===== src/rtl/gn3_ram.sv =====
// generic single write, single read ram with registered read data
module gn3_ram #(
  parameter int WIDTH = 8,
  parameter int DEPTH = 256
) (
  input  logic                     clk,
  input  logic                     we,
  input  logic [$clog2(DEPTH)-1:0] waddr,
  input  logic [WIDTH-1:0]         wdata,
  input  logic [$clog2(DEPTH)-1:0] raddr,
  output logic [WIDTH-1:0]         rdata
);

  logic [WIDTH-1:0] mem_r [DEPTH];

  always_ff @(posedge clk) begin
    if (we) begin
      mem_r[waddr] <= wdata;
    end
    rdata <= mem_r[raddr];
  end

endmodule


===== config.mk =====
export PLATFORM = sky130hd
export DESIGN_NAME = gn3_ram
export DESIGN_NICKNAME = d
export VERILOG_FILES = /design/src/rtl/gn3_ram.sv
export SDC_FILE = /design/constraint.sdc
export NUM_CORES = 2
export LEC_CHECK = 0
export BUFFER_PORTS_ARGS = -buffer_cell sky130_fd_sc_hd__buf_4
export CORE_MARGIN = 5
export CORE_UTILIZATION = 40
export CTS_BUF_LIST = sky130_fd_sc_hd__clkbuf_4
export DETAILED_ROUTE_END_ITERATION = 8
export GPL_TIMING_DRIVEN = 0
export PLACE_DENSITY = 0.61
export SLEW_MARGIN = 15
export SYNTH_ARGS = -nofsm -noshare
export SYNTH_HDL_FRONTEND = slang
export SYNTH_SLANG_ARGS = --single-unit
export TNS_END_PERCENT = 1

===== constraint.sdc =====
create_clock -name clk -period 2.5 [get_ports clk]
set_input_delay 0.5 -clock clk [delete_from_list [all_inputs] [get_ports clk]]
set_output_delay 0.5 -clock clk [all_outputs]
set_load 0.01 [all_outputs]

# After elaboration in Yosys (flattened, before gate mapping)
# Memory sizes are Yosys's and may differ from the RTL's. A register that Yosys moved wholly into a read port is not among the register bits.
# Index checks and enable logic that the tools add are counted.
# totals
mem_count,1
inputBits,26
mem_bits_rw,2048
ff_bits,0
output_inout_bits,8
# memory_table
memory,words,word_bits,read_ports,rd_ports_with_merged_regs,write_ports,line,rtl
mem_r,256,8,1,1,1,14,logic [WIDTH-1:0] mem_r [DEPTH];
# op_classes
muxes,2
# ops
op,count
two-way mux 1 bit,2

# Logic depth before layout (Yosys ltp)
# logic_depth
word_depth,2
ltp_mapped,11
ltp_nobuf,6

# Least setup slack after synthesis
# No wires, ideal clock.
# synth_path
kind,input to register
start,in raddr[0]
end,"reg rdata[2], read port of mem_r"
setup_time_ps,131
t_arrival_ps,2307
path_slack_ps,62
n_path_buf,4
cell_stages,9
cell_sequence,buf_6 > buf_12 > buf_8 > buf_2 > mux4_2 > a22oi_1 > a21oi_1 > nor4_1 > nor4_2
# synth_lines
element,line,rtl
"start, declared",10,"input logic [$clog2(DEPTH)-1:0] raddr,"
"end, declared",11,output logic [WIDTH-1:0] rdata

==> impl_results.md <==
- Fin area: approximately 91000 sq um
- Clock buffer count from CTS: 550
- Ratio of cells with drive above 1 in the final layout: around a third
- Area contributors post-synth: edfxtp_1, mux4_2, mux2i_1, nor2_1, a22oi_1
- Final clock skew: between 100 and 150 ps
- Fill count: roughly 17000
- Number of cells on the critical path: 9
- Starting density of the core: about two fifths
- Initial antenna violation count: 24
- Pwr dens: slightly below 800 nW/um^2
- Share of the clock period used by the worst path: 112.4%
- Synthesized area per cell: around 21 sq um
- Synthesized Nets: 3759
- Residual antenna-violating net count after detailed routing: 0
- Cells after Synth: 3733
- Worst EP arrival: 3980 ps
- Origin of the critical flop-to-flop path: mem_r[83][5]
- Worst path required time: around 3700 ps
- Startpoint of the worst setup timing path: raddr[2]
- Wire length of the first global-routing pass: around 340 mm
- Die width: ~460 microns
- Maximum VDD drop: 0.4936 mV
- Nets@finish: about 4400
- TritonCTS clock tree: yes
- Area of combinational cells with multiple inputs: about 17000 sq um
- H-Tree Level Count: 6
- Clock tree root buffer cell: clkbuf_4
- Ys flop type: edfxtp_1
- Register area: a little over 60000 sq um
- GPL Wtd Cong: roughly 0.93
- Port-buffer cells: 26
- Number of global-route vias before repair: roughly 44000
- Initial DRT Pass Iterations: 7
- Warning count from the yosys run: 0
- Worst-path clk slew: 70 ps
- Worst R2R Path Depth: 7
- Number of synthesized flops with an enable pin: roughly 2000
- CP endpoint kind: register
- Count leader, synth: edfxtp_1
- Slew Limit Headroom: between 10% and 20%
- Worst setup endpoint: rdata[2]
- Total buffers and inverters traversed by the critical path: 4
- Final Routed Wirelength: 246.0 mm
- Cell taking the most area after synthesis: edfxtp_1
- Worst hold slack: 105.7 ps
- Grt ovf: 0
- Yosys cell types: 55
- Area added between synthesis and finish: 14.95%
- Post-route DRC: 0
- Pin count of the biggest net entering global routing: roughly 130
- Summed negative setup slack over all endpoints: -4021 ps
- Slowest cell delay on critical path: 810 ps
- TritonCTS sink count: approximately 2100
- Slowest stage cell, crit path: clkbuf_1
- Max frequency: 0.3560 GHz
- Static leakage: between 20 and 30 nW
- Number of endpoints failing setup at the final stage: 58
- # rows: roughly 160
- HPWL reported at the end of detailed placement: about 170 mm
- Unrepaired setup endpoints after global routing: true
- Worst setup slack for register-to-register paths: -90 ps
- Routed wire per std cell: 33.46 microns
- Pins over their slew limit: 0
- Post-detailed-route via-to-cell ratio: just under 6
- Violated checks: setup timing
- FF+latch count, synth: approximately 2100
- Transition time of the tightest slew-check pin: approximately 1300 ps
- CP startpoint kind: input pin
- Max-cap violations: 0
- Clock network latency to the later pin of the worst-skew pair: between 1000 and 1500 ps
- CTS max path bufs: 4
- Synth Cell Area: just under 80000 sq um
- Portion of synthesized cell area occupied by the leading cell type: between 70% and 80%
- Min setup slack post-route: -309.0 ps
- Most frequent cells after synthesis: edfxtp_1, mux4_2, nor2_1, mux2i_1, a22oi_1
- Number of design-rule violations left by the first detailed-router iteration: approximately 6200
- Period minus WS final: 2809 ps
- Portion of the post-synthesis area used by sequential elements: between 70% and 80%
- CP delay by family, top: buffers and inverters
- Capture point of the worst reg-to-reg path: rdata[5]
- Share of synthesized registers carrying an async set or reset: 0%
- Area enclosed by the die boundary: around 210000 sq um
- Vias: 43677
- Largest fanout on the critical path: 10
- Sequence of cells on the critical path: buf_4 -> buf_2 -> nor2b_1 -> buf_1 -> clkbuf_1 -> a22oi_1 -> a21oi_1 -> nor4_2 -> nor4_4
- Total power draw: ~71 mW
- Critical path class: in -> reg
- Post-route core utilization: approximately 46%
- Height of the die: 456.0 microns
- Outcome: finished with violations
- Worst hold path type: in -> reg
- Core area: between 150000 and 200000 sq um
- Number of hold violations in the final report: 0
- Top-level I/O count: 34
- Placed inst area: 84050 sq um
- Overall track demand over capacity in global routing: between 20% and 30%
==> worst register-to-register path, stage by stage, from the launching register on <==
cell and delay, ps:
edfxtp_1 360, mux4_2 480, a22o_1 270, a221oi_4 400
o32ai_1 280, nor3_2 380, nor4_2 100, buf_2 210
==> placed cells by master, fill, tap and decap left out, types with 14 or more instances in the layout <==
cell type and count:
o22ai_1 27, buf_16 30, a22oi_1 133, buf_6 21, nand3_1 34, a21oi_1 88
clkbuf_1 51, clkbuf_2 51, mux2i_1 134, diode_2 21, nor2b_1 30, buf_4 48
nor2_1 258, mux4_2 454, clkbuf_4 803, nor4_4 17, o221ai_1 39, buf_2 41
edfxtp_1 2048, nand2_1 32, nor2_2 24, a211oi_1 14, clkinv_1 63, dlygate4sd3_1 19
buf_8 21
==> logic make-up after synthesis <==
kind of cell	after synthesis	share of synthesized area, %
buffers and inverters	235	1.831
DFF	2056	77.50
AOI/OAI and AO/OA	385	3.419
muxes	591	14.62
and+or+nand+nor	466	2.628
==> how the worst min path moves through the flow <==
stage,from,endpoint,slack [ps],depth (start not counted)
floorplan,wdata[0],mem_r[0][0],600,0
global placement,rdata[7],rdata[7],900,1
detailed placement,wdata[4],mem_r[210][4],810,1
CTS,waddr[6],mem_r[192][5],10,3
global route,waddr[7],mem_r[114][3],50,4
finish,waddr[7],mem_r[113][2],110,4
==> report_power, final <==
| group | switching [mW] | leakage, nW | internal, mW |
|---|---|---|---|
| logic | 2.96 | 6.44 | 1.38 |
| registers | 0.0222 | 18.5 | 38.0 |
| clock network | 13.5 | 3.91 | 15.0 |
| total | 16.4 | 28.8 | 54.4 |
==> area by class of cell <==
cell class	instances	share of cell area, %
well taps	2640	3.612
repair buffers	77	1.406
diodes	21	0.05746
inverters	2	0.008209
clock buffers	798	6.551
clock inverters	84	0.5021
multi-input cells	1442	18.71
flip-flops and latches	2056	67.42
plain buffers	232	1.727
==> state kept, by name, indices dropped and copies added (netlist names) <==
| name | count |
|---|---|
| mem_r | 2048 |
| rdata | 8 |
==> metrics by stage <==
step,setup slack [ps],instances
after floorplan,62.06,3733
after global placement,-3278,6399
after detailed placement,-2575,6432
after CTS,-16.66,7331
after global routing,-137.8,7344
final,-309.0,7352
==> routing by layer <==
metal / GRT usage (%) / wire, microns / part of all wire (%) / vias to the layer above
met5: 0 / 53 / 0.022 / -
met4: 12.50 / 13970 / 5.7 / 6
met3: 7.294 / 27370 / 11 / 620
met2: 35.11 / 113000 / 46 / 2917
met1: 29.94 / 91540 / 37 / 22826
li1: - / - / - / 17308
==> timing repair <==
item	in CTS	in global routing
gates resized for setup	131	29
endpoints found under the setup margin	8	135
pin swaps	3	1
hold buffers	19	0
setup buffers	0	0
hold endpoints to repair	1478	0
Note: power is estimated with default switching activity, not from simulation.
