--- config.mk ---
export PLATFORM = sky130hd
export DESIGN_NAME = gn3_mul
export DESIGN_NICKNAME = d
export VERILOG_FILES = /design/src/rtl/gn3_pkg.sv /design/src/rtl/gn3_mul.sv
export SDC_FILE = /design/constraint.sdc
export NUM_CORES = 2
export LEC_CHECK = 0
export BUFFER_PORTS_ARGS = -buffer_cell sky130_fd_sc_hd__buf_2
export CELL_PAD_IN_SITES_DETAIL_PLACEMENT = 1
export CELL_PAD_IN_SITES_GLOBAL_PLACEMENT = 1
export CORE_ASPECT_RATIO = 0.75
export CORE_MARGIN = 10
export CORE_UTILIZATION = 50
export DETAILED_ROUTE_END_ITERATION = 16
export GPL_TIMING_DRIVEN = 0
export PLACE_DENSITY_LB_ADDON = 0.25
export REMOVE_ABC_BUFFERS = 1
export SLEW_MARGIN = 40
export SYNTH_ARGS = -nofsm -noshare
export SYNTH_HDL_FRONTEND = slang
export SYNTH_SLANG_ARGS = --single-unit
--- constraint.sdc ---
create_clock -name clk -period 18.42 [get_ports clk]
set_input_delay 2.763 -clock clk [delete_from_list [all_inputs] [get_ports clk]]
set_output_delay 2.763 -clock clk [all_outputs]
set_load 0.05 [all_outputs]
--- src/rtl/gn3_pkg.sv ---
// shared types, constants and gradient function for the octave gradient noise block
package gn3_pkg;

  typedef enum logic [2:0] {
    ST_IDLE,
    ST_RUN,
    ST_DIV_START,
    ST_DIV_WAIT,
    ST_OUT
  } state_t;

  typedef struct packed {
    logic start;
  } div_ctl_t;

  typedef struct packed {
    logic done;
  } div_sts_t;

  localparam int PERM_SIZE = 256;
  localparam int PERM_AW   = 8;
  localparam int PERM_DW   = 8;

  localparam int CFG_IDX_W = 1;
  localparam int CFG_DW    = 16;
  localparam logic [CFG_IDX_W-1:0] CFG_OCTAVES = 1'd0;
  localparam logic [CFG_IDX_W-1:0] CFG_PERSIST = 1'd1;

  localparam logic ACT_LOAD = 1'b0;
  localparam logic ACT_EVAL = 1'b1;

  localparam int COORD_W = 32;
  localparam int FRAC_W  = 16;
  localparam int FADE_W  = 17;
  localparam int AMP_W   = 17;
  localparam int PERS_W  = 16;
  localparam int OCTC_W  = 4;
  localparam int GRAD_W  = 20;
  localparam int CRN_W   = 18;
  localparam int MUL_W   = 24;
  localparam int PROD_W  = 48;
  localparam int Q_SH    = 16;
  localparam int OUT_W   = 16;
  localparam int OUT_SH  = 15;

  localparam int ONE_Q16 = 65536;
  localparam int FADE_A  = 6;
  localparam int FADE_B  = 15;
  localparam int FADE_C  = 10;

  localparam logic [OCTC_W-1:0] OCT_RESET  = 4'd1;
  localparam logic [PERS_W-1:0] PERS_RESET = 16'd32768;

  localparam logic [3:0] GRAD_U_LIM = 4'd8;
  localparam logic [3:0] GRAD_V_LIM = 4'd4;
  localparam logic [3:0] GRAD_V_X0  = 4'd12;
  localparam logic [3:0] GRAD_V_X1  = 4'd14;

  function automatic logic signed [GRAD_W-1:0] grad(
    input logic [3:0]              h,
    input logic signed [CRN_W-1:0] x,
    input logic signed [CRN_W-1:0] y,
    input logic signed [CRN_W-1:0] z
  );
    logic signed [GRAD_W-1:0] u;
    logic signed [GRAD_W-1:0] v;
    u = (h < GRAD_U_LIM) ? GRAD_W'(x) : GRAD_W'(y);
    if (h < GRAD_V_LIM) begin
      v = GRAD_W'(y);
    end else if (h == GRAD_V_X0 || h == GRAD_V_X1) begin
      v = GRAD_W'(x);
    end else begin
      v = GRAD_W'(z);
    end
    if (h[0]) begin
      u = -u;
    end
    if (h[1]) begin
      v = -v;
    end
    return u + v;
  endfunction

endpackage

--- src/rtl/gn3_mul.sv ---
// shared signed multiplier with registered product
module gn3_mul (
  input  logic                              clk,
  input  logic signed [gn3_pkg::MUL_W-1:0]  a,
  input  logic signed [gn3_pkg::MUL_W-1:0]  b,
  output logic signed [gn3_pkg::PROD_W-1:0] p_r
);

  always_ff @(posedge clk) begin
    p_r <= a * b;
  end

endmodule

Word level (Yosys, flattened, before mapping)
Cells that the tools add are included.

cells by class
  multiply operators = 1

operators with widths
  cell              count
  $mul A24 B24 Y48  1

storage, ports and cells
  output and inout bits = 48
  register bits after elaboration = 48
  input port bits = 49
  logic and storage cells = 2

Logic depth before layout (Yosys ltp)
  depth after elaboration = 1
  gate-level depth with buffers = 27
  gate-level depth less buffers = 25

Worst setup path before layout
Ideal clock, no wire load.

  path kind = input port to flip-flop
  from = input port a[23] (netlist bit)
  to = register p_r[46] (netlist bit)
  data required time = 18.348 ns
  cell stages on the path = 22
  setup time = 0.072 ns
  arrival time = 9.219 ns
  buffers on the path = 1
  setup slack = 9.129 ns
  cell sequence = clkbuf_1 nand2_1 inv_1 fa_1 fa_1 inv_1 fa_1 inv_1 fa_1 fa_1 fa_1 fa_1 ha_1 a211oi_1 nand2b_1 a2111oi_0 o2111ai_1 nand2_1 o311ai_2 a211o_1 a21oi_1 xnor2_1

between the ends
  cells in the longest elaborated chain, start to end = 1

RTL lines
  what                  line           source
  start, declared       gn3_mul.sv:4   input logic signed [gn3_pkg::MUL_W-1:0] a,
  $mul A24 B24 Y48      gn3_mul.sv:10  p_r <= a * b;
  end signal, assigned  gn3_mul.sv:10
  end, declared         gn3_mul.sv:6   output logic signed [gn3_pkg::PROD_W-1:0] p_r

No other way between the ends.

Final worst setup path
  from = input port b[0] (netlist bit)
  to = register p_r[46] (netlist bit)

between the ends
  cells in the longest elaborated chain, start to end = 1

RTL lines
  what              line           source
  start, declared   gn3_mul.sv:5   input logic signed [gn3_pkg::MUL_W-1:0] b,
  $mul A24 B24 Y48  gn3_mul.sv:10

No other way between the ends.

==> impl_metrics.env <==
export IMPL_outcome="finished, final reports clean"
export IMPL_cts_tree="built"
export IMPL_io_pins=97
export IMPL_final_setup_viol_count=0
export IMPL_crit_slowest_cell="fa_1"
export IMPL_seq_area_frac_synth_pct=4.36
export IMPL_post_cts_resized=0
export IMPL_fin_setup_tns_ns=0
export IMPL_dpl_cell_area_um2=22800
export IMPL_portBuffers=96
export IMPL_utilization_pct=53.0
export IMPL_synthFlopType="dfxtp_1"
export IMPL_yosys_cell_types_count=54
export IMPL_core_area_um2=43400
export IMPL_synth_edff_count=0
export IMPL_fp_dieArea_um2=52900
export IMPL_yosysWarnings=0
export IMPL_htreeDepth=2
export IMPL_netlist_instances=2321
export IMPL_critPathArrivalTime_ns=11.17
export IMPL_max_flop_register="p_r"
export IMPL_rsz0062_at_grt="false"
export IMPL_cpPeakStageDelay_ns=0.77
export IMPL_cp_max_fo=24
export IMPL_chipHeight_um=202
export IMPL_crit_path_cell_trace="buf_2, nand2_1, inv_1, fa_1, fa_1, inv_1, fa_1, inv_1, fa_1, fa_1, fa_1, fa_1, ha_1, a211oi_1, nand2b_1, a2111oi_0, o2111ai_1, nand2_1, o311ai_2, a211o_1, a21oi_1, xnor2_1"
export IMPL_required_ns=18.66
export IMPL_wl_um=66900
export IMPL_crit_buf_inv=4
export IMPL_crit_path_end_kind="flop"
export IMPL_place_hpwl_um=53800
export IMPL_crit_type="input port to flop"
export IMPL_die_w_um=262
export IMPL_grt_pass1_wl_um=108000
export IMPL_clkTransAtPathRegs_ns=0.07
export IMPL_layout_min_cycle_time_ns=10.93
export IMPL_drtIter0Drc=1087
export IMPL_hp_class="input port to flop"
export IMPL_grt_usage_pct=26.1
export IMPL_cts_setup_buffers=0
export IMPL_grt_pass1_vias=18700
export IMPL_clk_path_buf_depth=2
export IMPL_slew_violations=0
export IMPL_cts_made_buffers=5
export IMPL_row_count=66
export IMPL_cp_startpoint="b[0]"
export IMPL_start_kind="input port"
export IMPL_synth_seq_cells=48
export IMPL_syn_area_per_cell_um2=9.49
export IMPL_syn_area_um2=22000
export IMPL_place_congestion=0.897
export IMPL_design_area_um2=23000
export IMPL_dp_cells=2896
export IMPL_vias=15700
export IMPL_layout_nets=3115
export IMPL_root_buffer="clkbuf_16"
export IMPL_worst_pin_slew_ns=0.841
export IMPL_grt_overflow_total=0
export IMPL_cp_depth=22
export IMPL_initial_core_util_pct=50.7
export IMPL_critPathTopFamily="adder cells"
export IMPL_drt_pass1_iterations=5
export IMPL_yosys_top_cells_area="fa_1, inv_1, and2_1"
export IMPL_grt_start_max_net_pins=25
export IMPL_crit_top_cell="fa_1"
export IMPL_ant_nets=0
export IMPL_fmax_ghz=0.0915
export IMPL_max_cap_viol_count=0
export IMPL_wire_per_inst_um=23.0
export IMPL_period_share_pct=59.3
export IMPL_synth_largest_area_cell="fa_1"
export IMPL_cts_sinks=48
export IMPL_synth_top_area_share_pct=55.2
export IMPL_slew_headroom_pct=43.9
export IMPL_reg_largest_list="p_r (48)"
export IMPL_largest_reg_flops=48
export IMPL_antenna_found_initial=2
export IMPL_avgViaCountPerCell=5.41
export IMPL_area_growth_pct=4.63
export IMPL_drcViolationCount=0
export IMPL_fin_cells=2905
export IMPL_synthArstFlopShare_pct=0
export IMPL_crit_end="p_r[46]"
export IMPL_finalHoldViolCount=0
export IMPL_drive_above_1_share_pct=5.20
export IMPL_cts_hold_buffers=0
cell usage in the layout, fill, tap and decap left out, types with 4 or more instances in the layout:
cell and count:
and3_1 5, o211ai_1 5, inv_1 590, a211oi_1 7, o21ai_1 4, nor2_1 39
nor3_1 4, xor2_1 11, xnor2_1 43, fa_1 607, nand3_1 8, buf_2 96
a21oi_1 37, a21o_1 13, and2_1 274, o21ai_0 19, nand2_1 307, dfxtp_1 48
o21bai_1 10, clkbuf_16 5, nand4_1 4, nand2b_1 10, ha_1 134
worst min path at each step:
stage,cells past startpoint,slack (ns),end,startpoint
after floorplan,1,2.88,p_r[0],b[0]
after global placement,1,3.23,p_r[23],p_r[23]
after detailed placement,1,3.23,p_r[13],p_r[13]
after CTS,2,3.00,p_r[0],b[0]
after global routing,2,3.02,p_r[0],b[0]
final,2,3.01,p_r[0],b[0]
stage by stage:
| step | worst slack [ns] | hold slack [ns] |
|---|---|---|
| final | 7.49 | 3.01 |
| after global routing | 7.14 | 3.02 |
| after CTS | 7.49 | 3.00 |
| after detailed placement | 7.05 | 3.23 |
| after global placement | 7.22 | 3.23 |
| after floorplan | 9.37 | 2.88 |
kinds of logic (layout without fill, tap and decap cells):
kind of cell | Yosys count | in the layout | share of synthesized area [%]
fa+ha+maj | 741 | 741 | 62.8
buf+inv | 690 | 695 | 11.8
simple gates | 661 | 661 | 14.8
compound gates | 127 | 127 | 4.04
xor+xnor | 54 | 54 | 2.15
flops | 48 | 48 | 4.36
other cells | 0 | 1 | 0
cell type report:
type,count,area (µm²)
fill,5066,20400
multi-input combinational,1583,18500
inverter,591,2220
sequential,48,961
tap,578,723
timing repair buffer,96,480
clock buffer,5,125
clock inverter,3,68.8
antenna,1,2.50
cells in the mapped netlist, types with 3 or more instances:
| cell | number |
|---|---|
| nor2_1 | 39 |
| and3_1 | 5 |
| nand2_1 | 307 |
| o21ai_0 | 19 |
| o21bai_1 | 10 |
| nand3_1 | 8 |
| dfxtp_1 | 48 |
| a31o_2 | 3 |
| and2_1 | 274 |
| nand2b_1 | 10 |
| a21oi_1 | 37 |
| xnor2_1 | 43 |
| a211oi_1 | 7 |
| nand4_1 | 4 |
| nor3_1 | 4 |
| o211ai_1 | 5 |
| o21a_1 | 3 |
| a21o_1 | 13 |
| fa_1 | 607 |
| o21ai_1 | 4 |
| xor2_1 | 11 |
| inv_1 | 590 |
| ha_1 | 134 |
| clkbuf_1 | 95 |
routing by layer:
metal  up-vias  part of all wire (%)  global-route usage, %
met5         -                     0                      0
met4         0                   1.4                   4.39
met3        53                   6.8                   4.26
met2       501                    47                   42.1
met1      8513                    45                   36.9
li1       6645                     -                      -
Power is left out: the tool's default activity adds up to more than one toggle a clock period on the data nets, which glitch-free logic cannot reach.
