<file path="src/rtl/gn3_pkg.sv">
// shared types, constants and gradient function for the octave gradient noise block
package gn3_pkg;

  typedef enum logic [2:0] {
    ST_IDLE,
    ST_RUN,
    ST_DIV_START,
    ST_DIV_WAIT,
    ST_OUT
  } state_t;

  typedef struct packed {
    logic start;
  } div_ctl_t;

  typedef struct packed {
    logic done;
  } div_sts_t;

  localparam int PERM_SIZE = 256;
  localparam int PERM_AW   = 8;
  localparam int PERM_DW   = 8;

  localparam int CFG_IDX_W = 1;
  localparam int CFG_DW    = 16;
  localparam logic [CFG_IDX_W-1:0] CFG_OCTAVES = 1'd0;
  localparam logic [CFG_IDX_W-1:0] CFG_PERSIST = 1'd1;

  localparam logic ACT_LOAD = 1'b0;
  localparam logic ACT_EVAL = 1'b1;

  localparam int COORD_W = 32;
  localparam int FRAC_W  = 16;
  localparam int FADE_W  = 17;
  localparam int AMP_W   = 17;
  localparam int PERS_W  = 16;
  localparam int OCTC_W  = 4;
  localparam int GRAD_W  = 20;
  localparam int CRN_W   = 18;
  localparam int MUL_W   = 24;
  localparam int PROD_W  = 48;
  localparam int Q_SH    = 16;
  localparam int OUT_W   = 16;
  localparam int OUT_SH  = 15;

  localparam int ONE_Q16 = 65536;
  localparam int FADE_A  = 6;
  localparam int FADE_B  = 15;
  localparam int FADE_C  = 10;

  localparam logic [OCTC_W-1:0] OCT_RESET  = 4'd1;
  localparam logic [PERS_W-1:0] PERS_RESET = 16'd32768;

  localparam logic [3:0] GRAD_U_LIM = 4'd8;
  localparam logic [3:0] GRAD_V_LIM = 4'd4;
  localparam logic [3:0] GRAD_V_X0  = 4'd12;
  localparam logic [3:0] GRAD_V_X1  = 4'd14;

  function automatic logic signed [GRAD_W-1:0] grad(
    input logic [3:0]              h,
    input logic signed [CRN_W-1:0] x,
    input logic signed [CRN_W-1:0] y,
    input logic signed [CRN_W-1:0] z
  );
    logic signed [GRAD_W-1:0] u;
    logic signed [GRAD_W-1:0] v;
    u = (h < GRAD_U_LIM) ? GRAD_W'(x) : GRAD_W'(y);
    if (h < GRAD_V_LIM) begin
      v = GRAD_W'(y);
    end else if (h == GRAD_V_X0 || h == GRAD_V_X1) begin
      v = GRAD_W'(x);
    end else begin
      v = GRAD_W'(z);
    end
    if (h[0]) begin
      u = -u;
    end
    if (h[1]) begin
      v = -v;
    end
    return u + v;
  endfunction

endpackage

</file>
<file path="src/rtl/gn3_div.sv">
// restoring unsigned divider, one quotient bit per cycle
module gn3_div #(
  parameter int NW = 39,
  parameter int DW = 21
) (
  input  logic                      clk,
  input  logic                      rst_n,
  input  gn3_pkg::div_ctl_t         ctl,
  input  logic [NW-1:0]             num,
  input  logic [DW-1:0]             den,
  output gn3_pkg::div_sts_t         sts,
  output logic [NW-1:0]             quo
);

  localparam int CW = $clog2(NW + 1);

  logic          busy_r, busy_nxt;
  logic          done_r, done_nxt;
  logic [CW-1:0] cnt_r, cnt_nxt;
  logic [NW-1:0] n_r, n_nxt;
  logic [DW-1:0] rem_r, rem_nxt;
  logic [DW-1:0] den_r, den_nxt;
  logic [DW:0]   rem_sh;
  logic [DW:0]   diff;
  logic          ge;

  always_comb begin
    busy_nxt = busy_r;
    done_nxt = 1'b0;
    cnt_nxt  = cnt_r;
    n_nxt    = n_r;
    rem_nxt  = rem_r;
    den_nxt  = den_r;
    rem_sh   = {rem_r, n_r[NW-1]};
    diff     = rem_sh - {1'b0, den_r};
    ge       = (rem_sh >= {1'b0, den_r});
    if (ctl.start) begin
      busy_nxt = 1'b1;
      cnt_nxt  = CW'(NW);
      n_nxt    = num;
      rem_nxt  = '0;
      den_nxt  = den;
    end else if (busy_r) begin
      n_nxt   = {n_r[NW-2:0], ge};
      rem_nxt = ge ? diff[DW-1:0] : rem_sh[DW-1:0];
      cnt_nxt = cnt_r - CW'(1);
      if (cnt_r == CW'(1)) begin
        busy_nxt = 1'b0;
        done_nxt = 1'b1;
      end
    end
  end

  always_ff @(posedge clk) begin
    if (!rst_n) begin
      busy_r <= 1'b0;
      done_r <= 1'b0;
      cnt_r  <= '0;
    end else begin
      busy_r <= busy_nxt;
      done_r <= done_nxt;
      cnt_r  <= cnt_nxt;
    end
    n_r   <= n_nxt;
    rem_r <= rem_nxt;
    den_r <= den_nxt;
  end

  assign sts.done = done_r;
  assign quo      = n_r;

endmodule

</file>
<file path="config.mk">
export PLATFORM = sky130hd
export DESIGN_NAME = gn3_div
export DESIGN_NICKNAME = d
export VERILOG_FILES = /design/src/rtl/gn3_pkg.sv /design/src/rtl/gn3_div.sv
export SDC_FILE = /design/constraint.sdc
export NUM_CORES = 1
export LEC_CHECK = 0
export BUFFER_PORTS_ARGS = -buffer_cell sky130_fd_sc_hd__buf_2
export CELL_PAD_IN_SITES_DETAIL_PLACEMENT = 1
export CELL_PAD_IN_SITES_GLOBAL_PLACEMENT = 2
export CORE_ASPECT_RATIO = 0.8
export CORE_MARGIN = 2
export CORE_UTILIZATION = 38
export DETAILED_ROUTE_END_ITERATION = 10
export PLACE_DENSITY_LB_ADDON = 0.1
export SYNTH_ARGS = -nofsm -noshare
export SYNTH_HDL_FRONTEND = slang
export SYNTH_SLANG_ARGS = --single-unit
export TNS_END_PERCENT = 5
</file>
<file path="constraint.sdc">
create_clock -name clk -period 7.4 [get_ports clk]
set_clock_uncertainty 0.2 [all_clocks]
set_input_delay 1.11 -clock clk [delete_from_list [all_inputs] [get_ports clk]]
set_output_delay 1.11 -clock clk [all_outputs]
set_load 0.05 [all_outputs]
</file>
# Yosys cells after proc, flatten, opt, wreduce, memory -nomap -nowiden
# Cells that the tools add are included.
[totals]
ff_bits = 89
input_bits = 63
elab_cells = 25
[classes]
addsub = 2
n_lt_le_gt_ge = 1
n_eq_ne = 1
muxes = 9
bitwise = 2
reduce_logical = 3
[op_table]
columns = ["cell", "count"]
rows = [
  ["$mux 39", 2],
  ["$ge 22x21->1", 1],
  ["$mux 21", 1],
  ["$sub 21x21->21", 1],
  ["$mux 6", 2],
  ["$eq 6x1->1 const B", 1],
  ["$sub 6x1->6 const B", 1],
  ["$mux 1", 4],
  ["$reduce_or 3->1", 1],
  ["$not 1->1", 2],
  ["$reduce_bool 2->1", 1],
  ["$reduce_or 2->1", 1],
]

# Depth between registers and ports, before layout
[depth]
ltp_word = 4
depth_mapped = 12
ltp_nobuf = 11

# Worst setup path after synthesis
# OpenSTA, ideal clock, no wires.
[synth_timing]
path_kind = "in2reg"
start = "input ctl"
end = "register n_r[0] (netlist: quo[0]) (enable)"
setup_ps = 393
arrival_ps = 2655
path_slack_ps = 4152
path_stages = 5
n_path_buf = 3
cell_sequence = "clkbuf_1 clkbuf_1 nor2_1 clkbuf_1 inv_1"
[synth_via]
elab_chain_len = 1
[synth_rtl]
columns = ["element", "line", "text"]
rows = [
  ["start: declaration", "gn3_div.sv:8", "input gn3_pkg::div_ctl_t ctl,"],
  ["$reduce_bool 2->1 (no source line)", "-", ""],
  ["end signal: assignment", "gn3_div.sv:64", "n_r <= n_nxt;"],
  ["end: declaration", "gn3_div.sv:20", "logic [NW-1:0] n_r, n_nxt;"],
]
# Every way passes these cells.
# A chain may end at the register's enable or synchronous reset.

# Worst setup path after layout
[layout_timing]
start = "register n_r[38] (netlist: quo[38])"
end = "register rem_r[9]"
[layout_via]
elab_chain_len = 2
elab_cells_between_ends = 3
cone_classes = "add/sub (1); order compare (1); mux (1)"
[layout_rtl]
columns = ["element", "line", "text"]
rows = [
  ["$sub 21x21->21 or $ge 22x21->1 (tied branches)", "gn3_div.sv:35, gn3_div.sv:36", ""],
  ["$mux 21 (*)", "gn3_div.sv:45", "rem_nxt = ge ? diff[DW-1:0] : rem_sh[DW-1:0];"],
  ["end signal: assignment", "gn3_div.sv:65", "rem_r <= rem_nxt;"],
  ["end: declaration", "gn3_div.sv:21", "logic [DW-1:0] rem_r, rem_nxt;"],
]
# Every way passes the cells marked *; elsewhere a longest branch is shown, timed or not.

==> flow_summary.yaml <==
timing:
  period_minus_slack_ns: 3.17
  drv_slew: 0
  tightest_slew_ns: 0.993
  min_period_over_period_pct: 42.8
  finalWorstSetupSlack_ns: 4.23
  rsz0062_at_grt: "false"
  fmax_ghz: 0.316
  finalHoldViolCount: 0
  setup_viol: 0
  fin_tns_setup_ns: 0
  slew_headroom_pct: 33.6
layout:
  area_growth_syn_to_layout_pct: 19.7
  layout_common_cells: "buf_2 (101), edfxtp_1 (60), mux2_2 (38)"
  multi_input_area_um2: 2080
  fillCellCount: 1366
  insertedDiodeCount: 0
  final_common_cell: "buf_2"
  finalInstanceArea_um2: 5570
  register_area_um2: 2380
  drive_above_1_share_pct: 32.9
  utilization_pct: 46.1
  fin_nets: 592
yosys:
  synth_compound_area_share_pct: 14.9
  yosys.area_share.simple_pct: 8.15
  synth_top_family_by_area: "compound AO/OA/AOI/OAI gates"
  synth_seq_cells: 89
  synth_area_um2: 4650
  ys_types: 51
  syn-num-nets: 494
  synth_xor_area_share_pct: 4.14
  async_reset_ff_share_pct: 0
  synth_fa_ha_area_share_pct: 6.61
  ys.flop_type: "edfxtp_1"
  synth.area.mux_share_pct: 10.9
  synth_area_per_cell_um2: 11.4
  synth-seq-area-share_pct: 51.2
  synth_edf_count: 60
  syn_inst: 407
  yosysWarningCount: 0
power:
  finalPower_mw: 1.32
  power.density_nw_per_um2: 238
  p_leak_nw: 2.39
  ir_drop_mv: 0.109
routing:
  drt_iter0_markers: 115
  viasPerCell: 5.17
  routed_wl_um: 11100
  ant_nets: 0
  firstDrtPassIters: 4
  wl_per_cell_um: 16.7
  post-route-drc-count: 0
  vias: 3422
cts:
  clk_pin_slew_ns: 0.07
  cts_setup_buffers: 0
  cts_buffers: 9
  cts_tree: "done"
  clkLatencyLatePin_ns: 0.34
  holdBufCountCts: 0
  htreeDepth: 3
  cts_resized: 0
  cts.path.max_buffers: 2
  root_buffer: "clkbuf_16"
  clock_sink_count: 89
setup_path:
  reg2regPathDepth: 10
  path_common_cell: "inv_1"
  worstSetupEndpointType: "flop"
  startpoint_type: "flop"
  critPathMaxStageDelay_ns: 0.44
  crit_fanout: 33
  crit_required_ns: 7.41
  cp_data_arrival_time_ns: 3.18
  critical_path_class: "flop to flop"
  critical-path-slowest-cell: "o211a_4"
  crit_chain: "inv_1, ha_1, inv_1, fa_1, a21o_1, a221oi_2, a2111o_1, o211a_4, nand2b_1, o21ai_0"
global_route:
  grt_start_max_net_pins: 50
  grt_pass1_vias: 3556
  grt_pass1_wl_um: 18500
  grt_use_total_pct: 18.1
  grt_antenna_before_repair: 0
  grt.overflow.total: 0
floorplan:
  fp.dieH_um: 103
  die-width_um: 128
  coreArea_um2: 12100
  die_area_um2: 13200
  rows: 36
  initial_core_util_pct: 38.5
  io_pins: 103
placement:
  place.gp.congestion: 0.790
  dp_hpwl_um: 8190
  dp_slack_ns: 4.21
  port_buffers: 102
  dpl-instance-area_um2: 5300
run:
  max-cap-violations: 0
hold_path:
  hp-class: "flop to flop"
  whs_path_depth: 2
run_status:
  status: "finished clean"
==> metrics by stage <==
stage	std cells	hold WS (ns)
after CTS	662	0.283
after floorplan	407	0.245
after detailed placement	646	0.272
final	662	0.281
after global routing	662	0.331
after global placement	646	0.275
==> power by group <==
group	switching, mW	internal, mW
sequential	0.0228	0.580
combinational	0.195	0.104
clock	0.194	0.227
total	0.413	0.911
==> per-layer routing <==
metal  up-vias  routed length, µm  track usage [%]
li1       1701                  -                -
met1      1659               5250             23.4
met2        53               5340             30.9
met3         9                379             4.10
met4         0                106             4.82
met5         -                  0                0
==> cell families after synthesis <==
family | count (synthesis)
xor+xnor | 22
buf+inv | 46
mux | 46
fa+ha+maj | 24
simple gates | 81
compound gates | 99
flops | 89
==> critical path: cells and delay by family (launching register included) <==
family / cells / cell delay, ns
AO/OA/AOI/OAI: 5 / 1.45
adder cells (fa/ha/maj): 2 / 0.56
buffers and inverters: 2 / 0.13
AND/OR/NAND/NOR: 1 / 0.27
flip-flops: 1 / 0.41
==> worst paths after layout <==
kind	from	to	slack, ns
worst max-delay path	quo[38]	rem_r[9]	4.23
worst max register to register	quo[38]	rem_r[9]	4.23
worst min register to register	rem_r[19]	rem_r[19]	0.28
worst min-delay path	rem_r[19]	rem_r[19]	0.28
==> flip-flops by register name, indices dropped and copies added, names as in the netlist <==
name	flops
busy_r	1
cnt_r	6
den_r	21
quo	39
rem_r	21
sts	1
==> synthesized netlist by cell type, types with 5 or more instances <==
cell type | instances | area (µm²)
mux2i_1 | 8 | 80.1
a211oi_1 | 10 | 75.1
ha_1 | 23 | 288
nor3_1 | 6 | 30.0
inv_1 | 27 | 101
a21oi_1 | 25 | 125
dfxtp_1 | 29 | 581
nor2_1 | 31 | 116
xnor2_1 | 13 | 114
mux2_2 | 38 | 428
buf_2 | 5 | 25.0
xor2_1 | 9 | 78.8
a32oi_1 | 5 | 43.8
a21o_1 | 5 | 37.5
o21ai_0 | 17 | 85.1
edfxtp_1 | 60 | 1800
nand2_1 | 18 | 67.6
o21a_1 | 7 | 52.6
clkbuf_1 | 8 | 30.0
nand2b_1 | 7 | 43.8
==> cell type report <==
type                            count  area share [%]
Multi-Input combinational cell    272            37.4
Clock inverter                      7           0.831
Inverter                           27            1.82
Clock buffer                        9            4.04
Timing Repair Buffer              106            9.75
Sequential cell                    89            42.8
Tap cell                          152            3.41
No activity file was read; power rests on OpenSTA's default activity.
